File: config.mk
export PLATFORM = sky130hd
export DESIGN_NAME = nearest_sample_lookup
export DESIGN_NICKNAME = d
export VERILOG_FILES = /design/src/sv/nsl_pkg.sv /design/src/sv/nearest_sample_lookup.sv /design/src/sv/nsl_ctrl.sv /design/src/sv/nsl_dp.sv
export SDC_FILE = /design/constraint.sdc
export NUM_CORES = 1
export LEC_CHECK = 0
export ABC_CLOCK_PERIOD_IN_PS = 9140
export BUFFER_PORTS_ARGS = -buffer_cell sky130_fd_sc_hd__buf_2
export CORE_MARGIN = 5
export CORE_UTILIZATION = 55
export DETAILED_ROUTE_END_ITERATION = 7
export PLACE_DENSITY = 0.71
export SETUP_SLACK_MARGIN = 0.02
export SYNTH_ARGS = -nofsm -noshare
export SYNTH_HDL_FRONTEND = slang
export SYNTH_SLANG_ARGS = --single-unit
File: constraint.sdc
create_clock -name clk -period 9.14 [get_ports clk]
set_clock_uncertainty 0.15 [all_clocks]
set_input_delay 1.828 -clock clk [delete_from_list [all_inputs] [get_ports clk]]
set_output_delay 1.828 -clock clk [all_outputs]
set_load 0.05 [all_outputs]
File: src/sv/nsl_pkg.sv
// Package for the nearest sample lookup: constants, codes and controller/datapath types.
`timescale 1ns / 1ps
`default_nettype none
package nsl_pkg;

  localparam int BucketsDef = 16;
  localparam int MapRows    = 18;
  localparam int PedalRows  = 16;

  localparam logic [4:0] ChicRow   = 5'd16;
  localparam logic [4:0] SplashRow = 5'd17;

  localparam logic [1:0] FuncClear  = 2'd0;
  localparam logic [1:0] FuncSet    = 2'd1;
  localparam logic [1:0] FuncLookup = 2'd2;

  localparam logic [1:0] KindNormal = 2'd0;
  localparam logic [1:0] KindChic   = 2'd1;
  localparam logic [1:0] KindSplash = 2'd2;

  // Commands from the controller to the datapath.
  typedef struct packed {
    logic capture;    // take the input item, apply clear/set
    logic row_probe;  // probe pedal rows at the current distance
    logic load_row;   // fetch the chosen row into the bit search register
    logic bit_probe;  // probe volume buckets at the current distance
    logic emit;       // copy working result into the output register
  } nsl_cmd_t;

  // Status from the datapath to the controller.
  typedef struct packed {
    logic in_lookup;   // item at the input is a lookup
    logic in_special;  // item at the input is a chic or splash lookup
    logic row_hit;
    logic row_last;
    logic bit_hit;
    logic bit_last;
  } nsl_sts_t;

endpackage
`default_nettype wire

File: src/sv/nearest_sample_lookup.sv
// Top level of the nearest sample lookup: controller plus datapath.
// Clear and set items: accepted, result ready after the capture and finish steps.
// Normal lookup: capture, up to 16 row probes, row load, up to Buckets bucket
// probes, finish; one item at a time, set by the serial row probe and bucket
// probe loops. A new item is taken while a result waits.
// Reset (rst_n low, synchronous) empties the map and drops any pending result.
`timescale 1ns / 1ps
`default_nettype none
module nearest_sample_lookup
  import nsl_pkg::*;
#(
  parameter int Buckets = BucketsDef
) (
  input  wire logic       clk,
  input  wire logic       rst_n,
  // input items
  input  wire logic       in_valid,
  output logic            in_ready,
  input  wire logic [1:0] in_func,
  input  wire logic [4:0] in_row_index,
  input  wire logic [3:0] in_bit_index,
  input  wire logic [3:0] in_pedal_position,
  input  wire logic [7:0] in_volume_level,
  input  wire logic [1:0] in_sound_kind,
  // result items
  output logic            out_valid,
  input  wire logic       out_ready,
  output logic            out_found,
  output logic [3:0]      out_chosen_position,
  output logic [3:0]      out_chosen_volume
);

  nsl_cmd_t cmd;
  nsl_sts_t sts;

  // Sequencer: walks capture, row search, row fetch, bucket search, finish.
  nsl_ctrl u_ctrl (
    .clk       (clk),
    .rst_n     (rst_n),
    .in_valid  (in_valid),
    .in_ready  (in_ready),
    .out_valid (out_valid),
    .out_ready (out_ready),
    .sts       (sts),
    .cmd       (cmd)
  );

  // Map storage, probe units and the output register.
  nsl_dp #(
    .Buckets (Buckets)
  ) u_dp (
    .clk                 (clk),
    .rst_n               (rst_n),
    .cmd                 (cmd),
    .sts                 (sts),
    .in_func             (in_func),
    .in_row_index        (in_row_index),
    .in_bit_index        (in_bit_index),
    .in_pedal_position   (in_pedal_position),
    .in_volume_level     (in_volume_level),
    .in_sound_kind       (in_sound_kind),
    .out_found           (out_found),
    .out_chosen_position (out_chosen_position),
    .out_chosen_volume   (out_chosen_volume)
  );

endmodule
`default_nettype wire

File: src/sv/nsl_ctrl.sv
// Controller state machine of the nearest sample lookup.
`timescale 1ns / 1ps
`default_nettype none
module nsl_ctrl
  import nsl_pkg::*;
(
  input  wire logic     clk,
  input  wire logic     rst_n,
  input  wire logic     in_valid,
  output logic          in_ready,
  output logic          out_valid,
  input  wire logic     out_ready,
  input  wire nsl_sts_t sts,
  output nsl_cmd_t      cmd
);

  localparam logic [2:0] S_IDLE = 3'd0;
  localparam logic [2:0] S_ROW  = 3'd1;
  localparam logic [2:0] S_LOAD = 3'd2;
  localparam logic [2:0] S_BIT  = 3'd3;
  localparam logic [2:0] S_FIN  = 3'd4;

  logic [2:0] state_r, state_nxt;
  logic       out_valid_r, out_valid_nxt;
  logic       can_emit;

  assign in_ready  = (state_r == S_IDLE);
  assign out_valid = out_valid_r;
  assign can_emit  = !out_valid_r || out_ready;

  always_comb begin
    state_nxt     = state_r;
    cmd           = '0;
    out_valid_nxt = out_valid_r && !out_ready;
    unique case (state_r)
      S_IDLE: begin
        if (in_valid) begin
          cmd.capture = 1'b1;
          if (!sts.in_lookup) begin
            state_nxt = S_FIN;
          end else if (sts.in_special) begin
            state_nxt = S_LOAD;
          end else begin
            state_nxt = S_ROW;
          end
        end
      end
      S_ROW: begin
        cmd.row_probe = 1'b1;
        if (sts.row_hit) begin
          state_nxt = S_LOAD;
        end else if (sts.row_last) begin
          state_nxt = S_FIN;
        end
      end
      S_LOAD: begin
        cmd.load_row = 1'b1;
        state_nxt    = S_BIT;
      end
      S_BIT: begin
        cmd.bit_probe = 1'b1;
        if (sts.bit_hit || sts.bit_last) begin
          state_nxt = S_FIN;
        end
      end
      S_FIN: begin
        if (can_emit) begin
          cmd.emit      = 1'b1;
          out_valid_nxt = 1'b1;
          state_nxt     = S_IDLE;
        end
      end
      default: begin
        state_nxt = S_IDLE;
      end
    endcase
  end

  always_ff @(posedge clk) begin
    if (!rst_n) begin
      state_r     <= S_IDLE;
      out_valid_r <= 1'b0;
    end else begin
      state_r     <= state_nxt;
      out_valid_r <= out_valid_nxt;
    end
  end

endmodule
`default_nettype wire

File: src/sv/nsl_dp.sv
// Datapath of the nearest sample lookup: availability map, probe counters, result registers.
`timescale 1ns / 1ps
`default_nettype none
module nsl_dp
  import nsl_pkg::*;
#(
  parameter int Buckets = BucketsDef
) (
  input  wire logic       clk,
  input  wire logic       rst_n,
  input  wire nsl_cmd_t   cmd,
  output nsl_sts_t        sts,
  input  wire logic [1:0] in_func,
  input  wire logic [4:0] in_row_index,
  input  wire logic [3:0] in_bit_index,
  input  wire logic [3:0] in_pedal_position,
  input  wire logic [7:0] in_volume_level,
  input  wire logic [1:0] in_sound_kind,
  output logic            out_found,
  output logic [3:0]      out_chosen_position,
  output logic [3:0]      out_chosen_volume
);

  localparam int BW = $clog2(Buckets);

  logic [Buckets-1:0] map_r [MapRows];
  logic [MapRows-1:0] ne_r;          // row holds at least one set bit
  logic [PedalRows-1:0] ne_ped;

  logic [3:0]         pedal_r;
  logic [BW-1:0]      want_r;
  logic               special_r;
  logic [4:0]         row_sel_r;
  logic [3:0]         d_r;
  logic [BW-1:0]      e_r;
  logic [Buckets-1:0] bits_r;

  logic               found_w_r;
  logic [3:0]         pos_w_r;
  logic [3:0]         vol_w_r;

  logic [BW-1:0]      want_in;
  logic [12:0]        want_prod;
  logic               in_special;

  logic [4:0]         up_row;
  logic [3:0]         dn_row;
  logic               up_row_ok, dn_row_ok;
  logic [BW:0]        up_bit;
  logic [BW-1:0]      dn_bit;
  logic               up_bit_ok, dn_bit_ok;
  logic               set_ok;

  assign want_prod  = 13'(in_volume_level) * 13'(Buckets);
  assign want_in    = want_prod[8 +: BW];
  assign in_special = (in_sound_kind == KindChic) || (in_sound_kind == KindSplash);
  assign set_ok     = (in_row_index < 5'(MapRows)) && (5'(in_bit_index) < 5'(Buckets));

  // Row probe: above first, then below, bounded at row zero.
  assign ne_ped    = ne_r[PedalRows-1:0];
  assign up_row    = {1'b0, pedal_r} + {1'b0, d_r};
  assign dn_row    = pedal_r - d_r;
  assign up_row_ok = !up_row[4] && ne_ped[up_row[3:0]];
  assign dn_row_ok = (d_r <= pedal_r) && ne_ped[dn_row];

  // Bucket probe: upward first, then downward.
  assign up_bit    = {1'b0, want_r} + {1'b0, e_r};
  assign dn_bit    = want_r - e_r;
  assign up_bit_ok = (up_bit < (BW+1)'(Buckets)) && bits_r[up_bit[BW-1:0]];
  assign dn_bit_ok = (e_r <= want_r) && bits_r[dn_bit];

  always_comb begin
    sts.in_lookup  = (in_func == FuncLookup);
    sts.in_special = in_special;
    sts.row_hit    = up_row_ok || dn_row_ok;
    sts.row_last   = (d_r == 4'(PedalRows - 1));
    sts.bit_hit    = up_bit_ok || dn_bit_ok;
    sts.bit_last   = (e_r == BW'(Buckets - 1));
  end

  // Map and emptiness flags.
  always_ff @(posedge clk) begin
    if (!rst_n) begin
      for (int r = 0; r < MapRows; r++) begin
        map_r[r] <= '0;
      end
      ne_r <= '0;
    end else if (cmd.capture) begin
      if (in_func == FuncClear) begin
        for (int r = 0; r < MapRows; r++) begin
          map_r[r] <= '0;
        end
        ne_r <= '0;
      end else if (in_func == FuncSet && set_ok) begin
        map_r[in_row_index][in_bit_index[BW-1:0]] <= 1'b1;
        ne_r[in_row_index]                        <= 1'b1;
      end
    end
  end

  // Item registers, counters and working result.
  always_ff @(posedge clk) begin
    if (cmd.capture) begin
      pedal_r   <= in_pedal_position;
      want_r    <= want_in;
      special_r <= in_special;
      row_sel_r <= (in_sound_kind == KindChic) ? ChicRow : SplashRow;
      d_r       <= '0;
      found_w_r <= 1'b0;
      pos_w_r   <= '0;
      vol_w_r   <= '0;
    end
    if (cmd.row_probe) begin
      if (up_row_ok) begin
        row_sel_r <= up_row;
      end else if (dn_row_ok) begin
        row_sel_r <= {1'b0, dn_row};
      end else if (sts.row_last) begin
        found_w_r <= 1'b0;
        pos_w_r   <= pedal_r;
        vol_w_r   <= 4'(want_r);
      end else begin
        d_r <= d_r + 4'd1;
      end
    end
    if (cmd.load_row) begin
      bits_r  <= map_r[row_sel_r];
      e_r     <= '0;
      pos_w_r <= special_r ? 4'd0 : row_sel_r[3:0];
    end
    if (cmd.bit_probe) begin
      if (up_bit_ok) begin
        found_w_r <= 1'b1;
        vol_w_r   <= 4'(up_bit[BW-1:0]);
      end else if (dn_bit_ok) begin
        found_w_r <= 1'b1;
        vol_w_r   <= 4'(dn_bit);
      end else if (sts.bit_last) begin
        found_w_r <= 1'b0;
        vol_w_r   <= 4'(want_r);
      end else begin
        e_r <= e_r + BW'(1);
      end
    end
    if (cmd.emit) begin
      out_found           <= found_w_r;
      out_chosen_position <= pos_w_r;
      out_chosen_volume   <= vol_w_r;
    end
  end

endmodule
`default_nettype wire
==> flow_summary_export.csv, run 1 <==
group,metric,value,unit
sta,tightest_slew,1370,ps
synth,yosysSeqAreaShare,0.544,
run_status,status,"complete, no violations",
cells_and_area,multi_input_area,8720,um2
sta,rsz0062_at_grt,"no",
setup_path,path_max_fanout,18,
drt,vias,13000,
drt,dr_wl_met3,2.61,mm
sta,fin_crit,4780,ps
floorplanning,die_w,211,um
setup_path,cp-startpoint,"in_row_index[1]",
cells_and_area,antenna_cells,0,
drt,avgRoutedWirePerCell,20.9,um
clock_tree,clockBufferDepth,3,
setup_path,path_delay_family,"simple AND/OR/NAND/NOR gates",
grt,grt-ovfl-total,0,
synth,synth.avg_cell_area,12.0,um2
clock_tree,cts_tree,"done",
clock_tree,clock_sinks,588,
sta,max_slew_margin,0.0828,
pwr,leakagePower,8.76,nW
setup_path,rrSetupSlack,5170,ps
drt,met2_length,21.2,mm
cells_and_area,nFillCells,3073,
clock_tree,clock_latency,610,ps
sta,finalHoldViolCount,0,
drt,top_layer,"met4",
grt,grt_max_degree,108,
cells_and_area,fin_util,0.595,
grt,grt_pass1_vias,13100,
place,gp_congestion,0.875,
place,dp_cells,2092,
cells_and_area,area_delta_synth_final,6.63,%
floorplanning,core.rowCount,73,
synth,ys_types,61,
cells_and_area,mostFrequentLayoutCell,"dfxtp_1",
setup_path,cp_common_cell,"nand2_1",
sta,slew_viol_final,0,
setup_path,r2r_cells,10,
place,hpwlAfterDp,28.2,mm
setup_path,critPathMaxStageDelay,1060,ps
pwr,p_per_area,223,nW/um2
drt,drt_first_pass_iters,5,
pwr,max-vdd-ir-drop,0.175,mV
setup_path,critPathLaunchType,"primary input",
setup_path,r2r-start,"u_dp.pedal_r[0]",
setup_path,critPathKind,"in -> reg",
sta,timing.hold.ws,197,ps
floorplanning,start_util,0.558,
pwr,finalPower,5.29,mW
floorplanning,die-height,211,um
drt,routed_wl,45.8,mm
setup_path,endpoint,"u_dp.map_r[17][14]",
clock_tree,post_cts_resized,0,
cells_and_area,ff_latch_area,12100,um2
grt,grt_usage,0.207,
min_path,hp-class,"reg -> reg",
setup_path,cp_num_buf_inv,2,
cells_and_area,layout.nets,1677,
run,drv_cap,0,
synth,async_reset_ff_frac,0,
floorplanning,dieArea,44600,um2
cells_and_area,drive_gt1_frac,0.219,
synth,synth_edf_count,34,
setup_path,path_depth,9,
clock_tree,cts_made_buffers,56,
sta,fin_crit_sh,0.523,
sta,setup_viol,0,
synth,ys_seq_elements,588,
synth,synth_warnings,0,
clock_tree,hold_buffers,0,
cells_and_area,layout_common_cells,"dfxtp_1, a22o_1, mux4_2, nand2_1, o21ai_0",
sta,fin_setup_tns,0,ps
synth,syn_nets,1905,
drt,wl_met1,20.7,mm
setup_path,critPathSlowestCell,"nor2_1",
setup_path,crit_required,9530,ps
clock_tree,cts-root-buf,"clkbuf_16",
clock_tree,post_cts_buffers,0,
grt,grt_pass1_wl,73.4,mm
setup_path,critPathCaptureType,"flip-flop",
drt,drtIter0Drc,1135,
drt,drcViolationCount,0,
floorplanning,io_pins,40,
setup_path,path_cells,"buf_2 -> o31ai_1 -> nand2_1 -> nor3_1 -> nand2_1 -> inv_1 -> nand3b_1 -> nor2_1 -> a22o_1",
drt,vias_per_cell,5.96,
clock_tree,htreeDepth,2,
setup_path,worstPathArrival,5170,ps
floorplanning,coreArea,39900,um2
place,port_buffers,35,
synth,synthesis.area,22300,um2
synth,synthFlopType,"dfxtp_1",
clock_tree,path_clk_slew,60,ps
setup_path,timing.rr.end,"u_dp.vol_w_r[2]",
drt,ant_nets,0,
synth,synth_cells,1853,
grt,antenna_found_initial,0,
cells_and_area,stdcell_count,2187,
sta,timing.fmax,0.209,GHz
==> area by class of cell <==
cell class	instances	area share
clock buffers	74	0.0666
clock inverters	21	0.00612
inverters	28	0.00443
multi-input cells	886	0.368
flip-flops and latches	588	0.511
well taps	525	0.0277
repair buffers	65	0.0169
==> power by group <==
part	leakage (nW)	switching [mW]	internal (mW)	total, mW
Clock	0.869	0.961	1.21	2.17
Combinational	3.08	0.270	0.189	0.459
Sequential	4.81	0.0499	2.61	2.66
Total	8.76	1.28	4.01	5.29
==> logic make-up (layout without fill, tap and decap cells) <==
| group | count (synthesis) | in the layout | share of synthesized area |
|---|---|---|---|
| multiplexers | 211 | 211 | 0.193 |
| flip-flops | 588 | 588 | 0.544 |
| buffers and inverters | 379 | 188 | 0.0650 |
| XOR/XNOR | 8 | 8 | 0.00315 |
| adder cells (fa/ha/maj) | 23 | 23 | 0.0143 |
| AO/OA/AOI/OAI | 377 | 377 | 0.123 |
| AND/OR/NAND/NOR | 267 | 267 | 0.0569 |
==> worst reg2reg max path, delay by kind of cell, from the launching register on <==
kind	cells	cell delay [ps]
AO/OA/AOI/OAI	1	120
multiplexers	3	1250
adder cells (fa/ha/maj)	2	920
AND/OR/NAND/NOR	4	1000
flip-flops	1	420
==> worst min-delay path by stage <==
stage / end / slack (ps) / depth (start not counted) / startpoint
final: u_dp.map_r[31][14] / 200 / 0 / u_dp.map_r[31][14]
after detailed placement: u_dp.map_r[22][11] / 190 / 0 / u_dp.map_r[22][11]
after floorplan: u_dp.out_chosen_volume[0] / 250 / 0 / u_dp.vol_w_r[0]
after CTS: u_dp.map_r[30][1] / 200 / 0 / u_dp.map_r[30][1]
after global placement: u_dp.map_r[30][1] / 180 / 0 / u_dp.map_r[30][1]
after global routing: u_dp.map_r[29][2] / 200 / 0 / u_dp.map_r[29][2]
==> cell usage after synthesis (all sizes together) (4+ instances only) <==
cell / n / area share
a21oi: 32 / 0.0072
a22o: 198 / 0.078
a31oi: 8 / 0.0022
and3: 6 / 0.0017
and3b: 4 / 0.0017
buf: 26 / 0.0055
clkbuf: 325 / 0.055
dfxtp: 554 / 0.50
edfxtp: 34 / 0.046
fa: 4 / 0.0036
ha: 19 / 0.011
inv: 28 / 0.0047
mux2: 21 / 0.011
mux2i: 19 / 0.0091
mux4: 171 / 0.17
nand2: 121 / 0.020
nand2b: 8 / 0.0022
nand3: 20 / 0.0045
nand3b: 6 / 0.0020
nor2: 61 / 0.010
nor2b: 8 / 0.0022
nor3: 14 / 0.0043
nor3b: 7 / 0.0024
o21ai: 108 / 0.024
o31ai: 5 / 0.0017
or3: 4 / 0.0011
xnor2: 4 / 0.0016
xor2: 4 / 0.0016
==> metal layers <==
layer,GRT usage,vias to the layer above
met4,0.0666,0
met1,0.293,6473
met5,0,-
met2,0.325,356
met3,0.0395,90
li1,-,6118
==> metrics by stage <==
stage	worst slack, ps	cell area, um2
3_5_place_dp	4000	22000
5_1_grt	4300	23700
3_3_place_gp	4080	22000
4_1_cts	4630	23700
6_report	4360	23700
2_1_floorplan	5370	22300
==> registers in the layout, indices dropped and copies added, names as in the netlist, 5 cells and up <==
signal          cells
u_dp.bits_r        16
u_dp.map_r        512
u_dp.ne_r          16
u_dp.row_sel_r      5
(Power assumes the default switching activity.)
==> run 2, diff against run 1 <==
- ABC_CLOCK_PERIOD_IN_PS: 9140 -> 4900
- clock period: 9.14 -> 4.9 ns (I/O delays scaled with it)
==> flow_summary_export.csv, run 2 (synthesized netlist as in run 1, its figures left out) <==
group,metric,value,unit
grt,grt-ovfl-total,0,
sta,finalHoldViolCount,0,
clock_tree,path_clk_slew,60,ps
pwr,p_switching,2.39,mW
cells_and_area,largest_register_ff_count,512,
pwr,power_frac_seq,0.500,
grt,grt_usage,0.209,
cells_and_area,nFillCells,3105,
cells_and_area,area_delta_synth_final,7.33,%
clock_tree,hold_buffers,0,
drt,routed_wl,46.7,mm
grt,antenna_found_initial,2,
pwr,p_int,7.51,mW
place,hpwlAfterDp,28.6,mm
grt,grt_pass1_wl,74.0,mm
clock_tree,cts_tree,"done",
sta,timing.fmax,0.258,GHz
pwr,combPwrFrac,0.091,
clock_tree,post_cts_buffers,0,
clock_tree,cts-root-buf,"clkbuf_16",
cells_and_area,postLayoutCellArea,23900,um2
drt,vias,13100,
pwr,p_per_area,414,nW/um2
floorplanning,die-height,211,um
sta,rsz0062_at_grt,"no",
cells_and_area,layout.nets,1688,
run,drv_cap,0,
cells_and_area,multi_input_area,8730,um2
setup_path,critPathSlowestCell,"fa_1",
floorplanning,io_pins,40,
clock_tree,htreeDepth,2,
drt,drcViolationCount,0,
grt,grt_max_degree,130,
clock_tree,clockBufferDepth,3,
grt,grt_pass1_vias,13200,
setup_path,path_max_fanout,19,
sta,slew_viol_final,0,
cells_and_area,mostFrequentLayoutCell,"dfxtp_1",
drt,drt_first_pass_iters,8,
drt,vias_per_cell,5.96,
cells_and_area,drive_gt1_frac,0.221,
pwr,max-vdd-ir-drop,0.362,mV
min_path,hp-class,"reg -> reg",
sta,fin_crit_sh,0.791,
sta,setup_viol,0,
drt,drtIter0Drc,1163,
floorplanning,core.rowCount,73,
setup_path,critPathMaxStageDelay,670,ps
place,gp_congestion,0.859,
pwr,finalPower,9.90,mW
cells_and_area,largest-register,"u_dp.map_r",
setup_path,critPathCaptureType,"flip-flop",
setup_path,critPathKind,"reg -> reg",
cells_and_area,layout_common_cells,"dfxtp_1, a22o_1, mux4_2, nand2_1, o21ai_0",
floorplanning,dieArea,44600,um2
clock_tree,clock_latency,610,ps
place,pre_cts_ws,1050,ps
pwr,power_frac_clock,0.409,
drt,avgRoutedWirePerCell,21.2,um
pwr,swShare,0.242,
drt,ant_nets,0,
sta,fin_setup_tns,0,ps
sta,tightest_slew,1060,ps
floorplanning,coreArea,39900,um2
place,port_buffers,35,
setup_path,crit_required,5240,ps
cells_and_area,ff_latch_area,12100,um2
floorplanning,die_w,211,um
cells_and_area,reg_top3,"u_dp.map_r: 512 flops, u_dp.bits_r: 16 flops, u_dp.ne_r: 16 flops",
pwr,leakagePower,8.82,nW
setup_path,critPathLaunchType,"flip-flop",
clock_tree,cts_made_buffers,55,
place,place_area,22200,um2
setup_path,path_cells,"ha_1 -> fa_1 -> mux4_1 -> mux2_2 -> and3b_4 -> mux2i_4 -> nand4_4 -> and3_1 -> o21ai_1 -> nand3_1",
floorplanning,start_util,0.558,
sta,fin_crit,3880,ps
setup_path,worstPathArrival,4220,ps
sta,max_slew_margin,0.296,
sta,layout_setup_ws,1020,ps
clock_tree,clock_sinks,588,
clock_tree,post_cts_resized,0,
run_status,status,"complete, no violations",
[run 2: changes by cell type in the layout (fill, tap and decap cells not counted), sizes merged]
| cell | change |
|---|---|
| inv | -1 |
| clkinvlp | +1 |
| buf | +12 |
| clkbuf | +12 |
| diode | +1 |
| clkinv | -9 |
[run 2: cell type report]
| type | instances | share of cell area |
|---|---|---|
| Inverter | 28 | 0.00440 |
| Antenna cell | 1 | 0.000105 |
| Multi-Input combinational cell | 886 | 0.366 |
| Clock buffer | 86 | 0.0675 |
| Timing Repair Buffer | 77 | 0.0232 |
| Tap cell | 525 | 0.0275 |
| Sequential cell | 588 | 0.507 |
| Clock inverter | 12 | 0.00435 |
[run 2: metal layers]
layer | global-route usage | vias up | part of all wire
met5 | 0 | - | 0.00028
met4 | 0.0762 | 2 | 0.031
met3 | 0.0373 | 96 | 0.061
met2 | 0.328 | 418 | 0.46
met1 | 0.294 | 6468 | 0.44
li1 | - | 6148 | -
[run 2: path summary, 6_finish.rpt]
kind                                         from                end  slack (ps)  cells past startpoint
worst max-delay path              u_dp.pedal_r[0]    u_dp.vol_w_r[2]        1020                     10
worst min-delay path            u_dp.map_r[22][0]  u_dp.map_r[22][0]         200                      0
worst max register to register    u_dp.pedal_r[0]    u_dp.vol_w_r[2]        1020                     10
worst min register to register  u_dp.map_r[22][0]  u_dp.map_r[22][0]         200                      0
[run 2: stage by stage]
| step | util | cells | hold slack [ps] |
|---|---|---|---|
| finish | 0.598 | 2203 | 195 |
| floorplan | - | 1853 | 250 |
| global placement | 0.555 | 2104 | 184 |
| CTS | 0.598 | 2202 | 200 |
| global route | 0.598 | 2203 | 204 |
| detailed placement | 0.555 | 2104 | 186 |
[run 2: power by group through the flow]
stage	Sequential [mW]	Combinational [mW]	Clock, mW
after global routing	4.96	0.979	4.33
after detailed placement	5.06	0.901	0
final	4.95	0.899	4.05
after floorplan	5.03	0.722	0
after global placement	5.06	0.892	0
after CTS	4.95	0.907	4.11
[run 2: critical path, delay by kind of cell, from the launching register on]
kind | cells | cell delay, ps
AOI/OAI and AO/OA | 1 | 120
adders and majority gates | 2 | 910
DFF | 1 | 410
muxes | 3 | 1200
and+or+nand+nor | 4 | 970
==> run 3, diff against run 2 <==
- ABC_AREA: not set -> 1
- ABC_CLOCK_PERIOD_IN_PS: 4900 -> 4000
- clock period: 4.9 -> 4 ns (I/O delays scaled with it)
==> flow_summary_export.csv, run 3 <==
group,metric,value,unit
run_status,status,"complete, no violations",
floorplanning,io_pins,40,
pwr,leakagePower,8.94,nW
cells_and_area,layout.nets,2636,
cells_and_area,mostFrequentLayoutCell,"dfxtp_1",
synth,synth.avg_cell_area,8.32,um2
sta,rsz0062_at_grt,"no",
floorplanning,start_util,0.554,
cells_and_area,antenna_cells,0,
synth,ys_types,42,
synth,yosys.area_share.xor_xnor,0.00294,
synth,synth_top_family_by_area,"compound AO/OA/AOI/OAI gates",
setup_path,crit_required,4330,ps
sta,max_slew_margin,0.251,
place,port_buffers,35,
sta,fin_crit,2990,ps
sta,slew_viol_final,0,
min_path,min_to,"u_dp.map_r[29][0]",
synth,synthesis.area,23800,um2
cells_and_area,drive_gt1_frac,0.111,
pwr,p_switching,5.82,mW
setup_path,critPathKind,"reg -> reg",
pwr,swShare,0.350,
place,gp_congestion,0.846,
synth,async_reset_ff_frac,0,
setup_path,critPathCaptureType,"flip-flop",
pwr,combPwrFrac,0.294,
floorplanning,dieArea,47600,um2
run,drv_cap,0,
min_path,min-delay-start,"u_dp.map_r[29][0]",
grt,antenna_found_initial,0,
grt,grt_pass1_vias,17500,
synth,ys_seq_elements,588,
setup_path,critPathSlowestCell,"fa_1",
synth,yosysSeqAreaShare,0.508,
drt,avgRoutedWirePerCell,17.7,um
cells_and_area,area_delta_synth_final,6.30,%
cells_and_area,fin_util,0.589,
drt,drt_first_pass_iters,5,
synth,synth_compound_area_frac,0.246,
setup_path,path_depth,13,
drt,drcViolationCount,0,
clock_tree,htreeDepth,2,
cells_and_area,nFillCells,3723,
min_path,min_delay_path_depth,0,
synth,yosys.area_share.adder,0.0133,
synth,synth_cells,2865,
grt,grt_max_degree,122,
floorplanning,die-height,218,um
clock_tree,cts_made_buffers,56,
drt,routed_wl,56.9,mm
cells_and_area,layout_common_cells,"dfxtp_1, inv_1, o21ai_0, o22ai_1, nor2_1",
synth,synth_area_leaders,"dfxtp_1, o21ai_0, inv_1",
pwr,power_frac_clock,0.329,
setup_path,r2r_cells,13,
pwr,p_int,10.8,mW
sta,timing.fmax,0.334,GHz
pwr,power_frac_seq,0.378,
clock_tree,clock_latency,600,ps
drt,ant_nets,0,
setup_path,worstPathArrival,3320,ps
setup_path,critPathMaxStageDelay,630,ps
synth,synthMuxAreaShare,0,
place,hpwlAfterDp,33.7,mm
setup_path,path_max_fanout,8,
clock_tree,cts-root-buf,"clkbuf_16",
synth,synth_edf_count,34,
sta,finalHoldViolCount,0,
pwr,max-vdd-ir-drop,0.460,mV
clock_tree,post_cts_resized,0,
floorplanning,coreArea,43000,um2
synth,synth_top_area_share,0.465,
clock_tree,path_clk_slew,60,ps
setup_path,path_cells,"inv_1 -> ha_1 -> inv_1 -> fa_1 -> inv_1 -> nand3_1 -> nand3_1 -> nand3_1 -> nand3_1 -> nand4_1 -> inv_1 -> o21ai_0 -> nor2_1",
pwr,p_per_area,656,nW/um2
sta,fin_crit_sh,0.748,
cells_and_area,reg_top3,"u_dp.map_r: 512 flops, u_dp.bits_r: 16 flops, u_dp.ne_r: 16 flops",
floorplanning,core.rowCount,76,
synth,yosysMostFrequentCell,"dfxtp_1",
grt,grt-ovfl-total,0,
grt,grt_pass1_wl,91.2,mm
clock_tree,cts_tree,"done",
synth,synth_warnings,0,
sta,fin_setup_tns,0,ps
cells_and_area,largest_register_ff_count,512,
setup_path,cp_num_buf_inv,4,
setup_path,r2r-start,"u_dp.want_r[0]",
setup_path,rrSetupSlack,1010,ps
clock_tree,hold_buffers,0,
sta,setup_viol,0,
synth,syn_nets,2917,
sta,timing.hold.ws,196,ps
sta,tightest_slew,1120,ps
synth,yosysTopAreaCell,"dfxtp_1",
setup_path,timing.rr.end,"u_ctrl.state_r[1]",
drt,vias,18000,
floorplanning,die_w,218,um
synth,synthFlopType,"dfxtp_1",
cells_and_area,largest-register,"u_dp.map_r",
synth,synth_common_cells,"dfxtp_1, inv_1, o21ai_0",
min_path,hp-class,"reg -> reg",
grt,grt_usage,0.234,
clock_tree,post_cts_buffers,0,
clock_tree,clockBufferDepth,3,
synth,synth-simple-area-share,0.0944,
drt,drtIter0Drc,1521,
clock_tree,clock_sinks,588,
setup_path,path_delay_family,"simple AND/OR/NAND/NOR gates",
setup_path,critPathLaunchType,"flip-flop",
drt,vias_per_cell,5.61,
-- run 3: cell count changes after synthesis, sizes merged, moves of 55 or more --
cell / change
inv: +370
o22ai: +306
o21ai: +227
nor2: +144
nand3: +76
a22o: -198
a21oi: +152
nand2: +90
mux4: -171
buf: +55
-- run 3: area by class of cell --
class,instances,area (um2),share of cell area
Clock buffer,83,1690,0.0666
Clock inverter,19,230,0.00909
Inverter,398,1500,0.0593
Multi-Input combinational cell,1471,8500,0.336
Sequential cell,588,12100,0.479
Tap cell,585,732,0.0289
Timing Repair Buffer,69,556,0.0219
-- run 3: metal layers --
layer / global-route usage / part of all wire / vias up
met1: 0.320 / 0.46 / 8502
met4: 0.0888 / 0.033 / 0
met5: 0 / 0 / -
met3: 0.0368 / 0.053 / 143
met2: 0.378 / 0.46 / 502
li1: - / - / 8870
-- run 3: cell families (layout without fill, tap and decap cells) --
family / after synthesis / count (layout)
XOR/XNOR: 8 / 8
adder cells (fa/ha/maj): 23 / 23
flip-flops: 588 / 588
AND/OR/NAND/NOR: 527 / 527
AO/OA/AOI/OAI: 913 / 913
buffers and inverters: 806 / 569
-- run 3: how the worst max path moves through the flow --
stage	slack [ps]	endpoint	from
2_1_floorplan	1550	u_dp.pos_w_r[0]	u_dp.pedal_r[0]
3_3_place_gp	1030	u_dp.map_r[9][3]	in_row_index[1]
3_5_place_dp	960	u_dp.map_r[3][3]	in_row_index[1]
4_1_cts	1060	u_dp.vol_w_r[2]	u_dp.pedal_r[0]
5_1_grt	790	u_dp.found_w_r	u_dp.pedal_r[0]
6_report	1010	u_ctrl.state_r[1]	u_dp.want_r[0]
-- run 3: through the flow --
| step | power, mW | cells | cell area (um2) | worst slack (ps) |
|---|---|---|---|---|
| 6_report | 16.6 | 3213 | 25300 | 1010 |
| 5_1_grt | 17.5 | 3213 | 25300 | 788 |
| 4_1_cts | 16.6 | 3213 | 25300 | 1060 |
| 3_5_place_dp | 11.2 | 3111 | 23400 | 962 |
| 3_3_place_gp | 11.1 | 3111 | 23400 | 1030 |
| 2_1_floorplan | 9.81 | 2865 | 23800 | 1550 |
-- run 3: power groups by stage --
stage	Sequential, mW	Combinational (mW)	Clock [mW]
floorplan	6.44	3.38	0
detailed placement	6.40	4.81	0
CTS	6.27	4.84	5.53
global placement	6.40	4.70	0
global route	6.29	5.41	5.81
finish	6.27	4.88	5.46
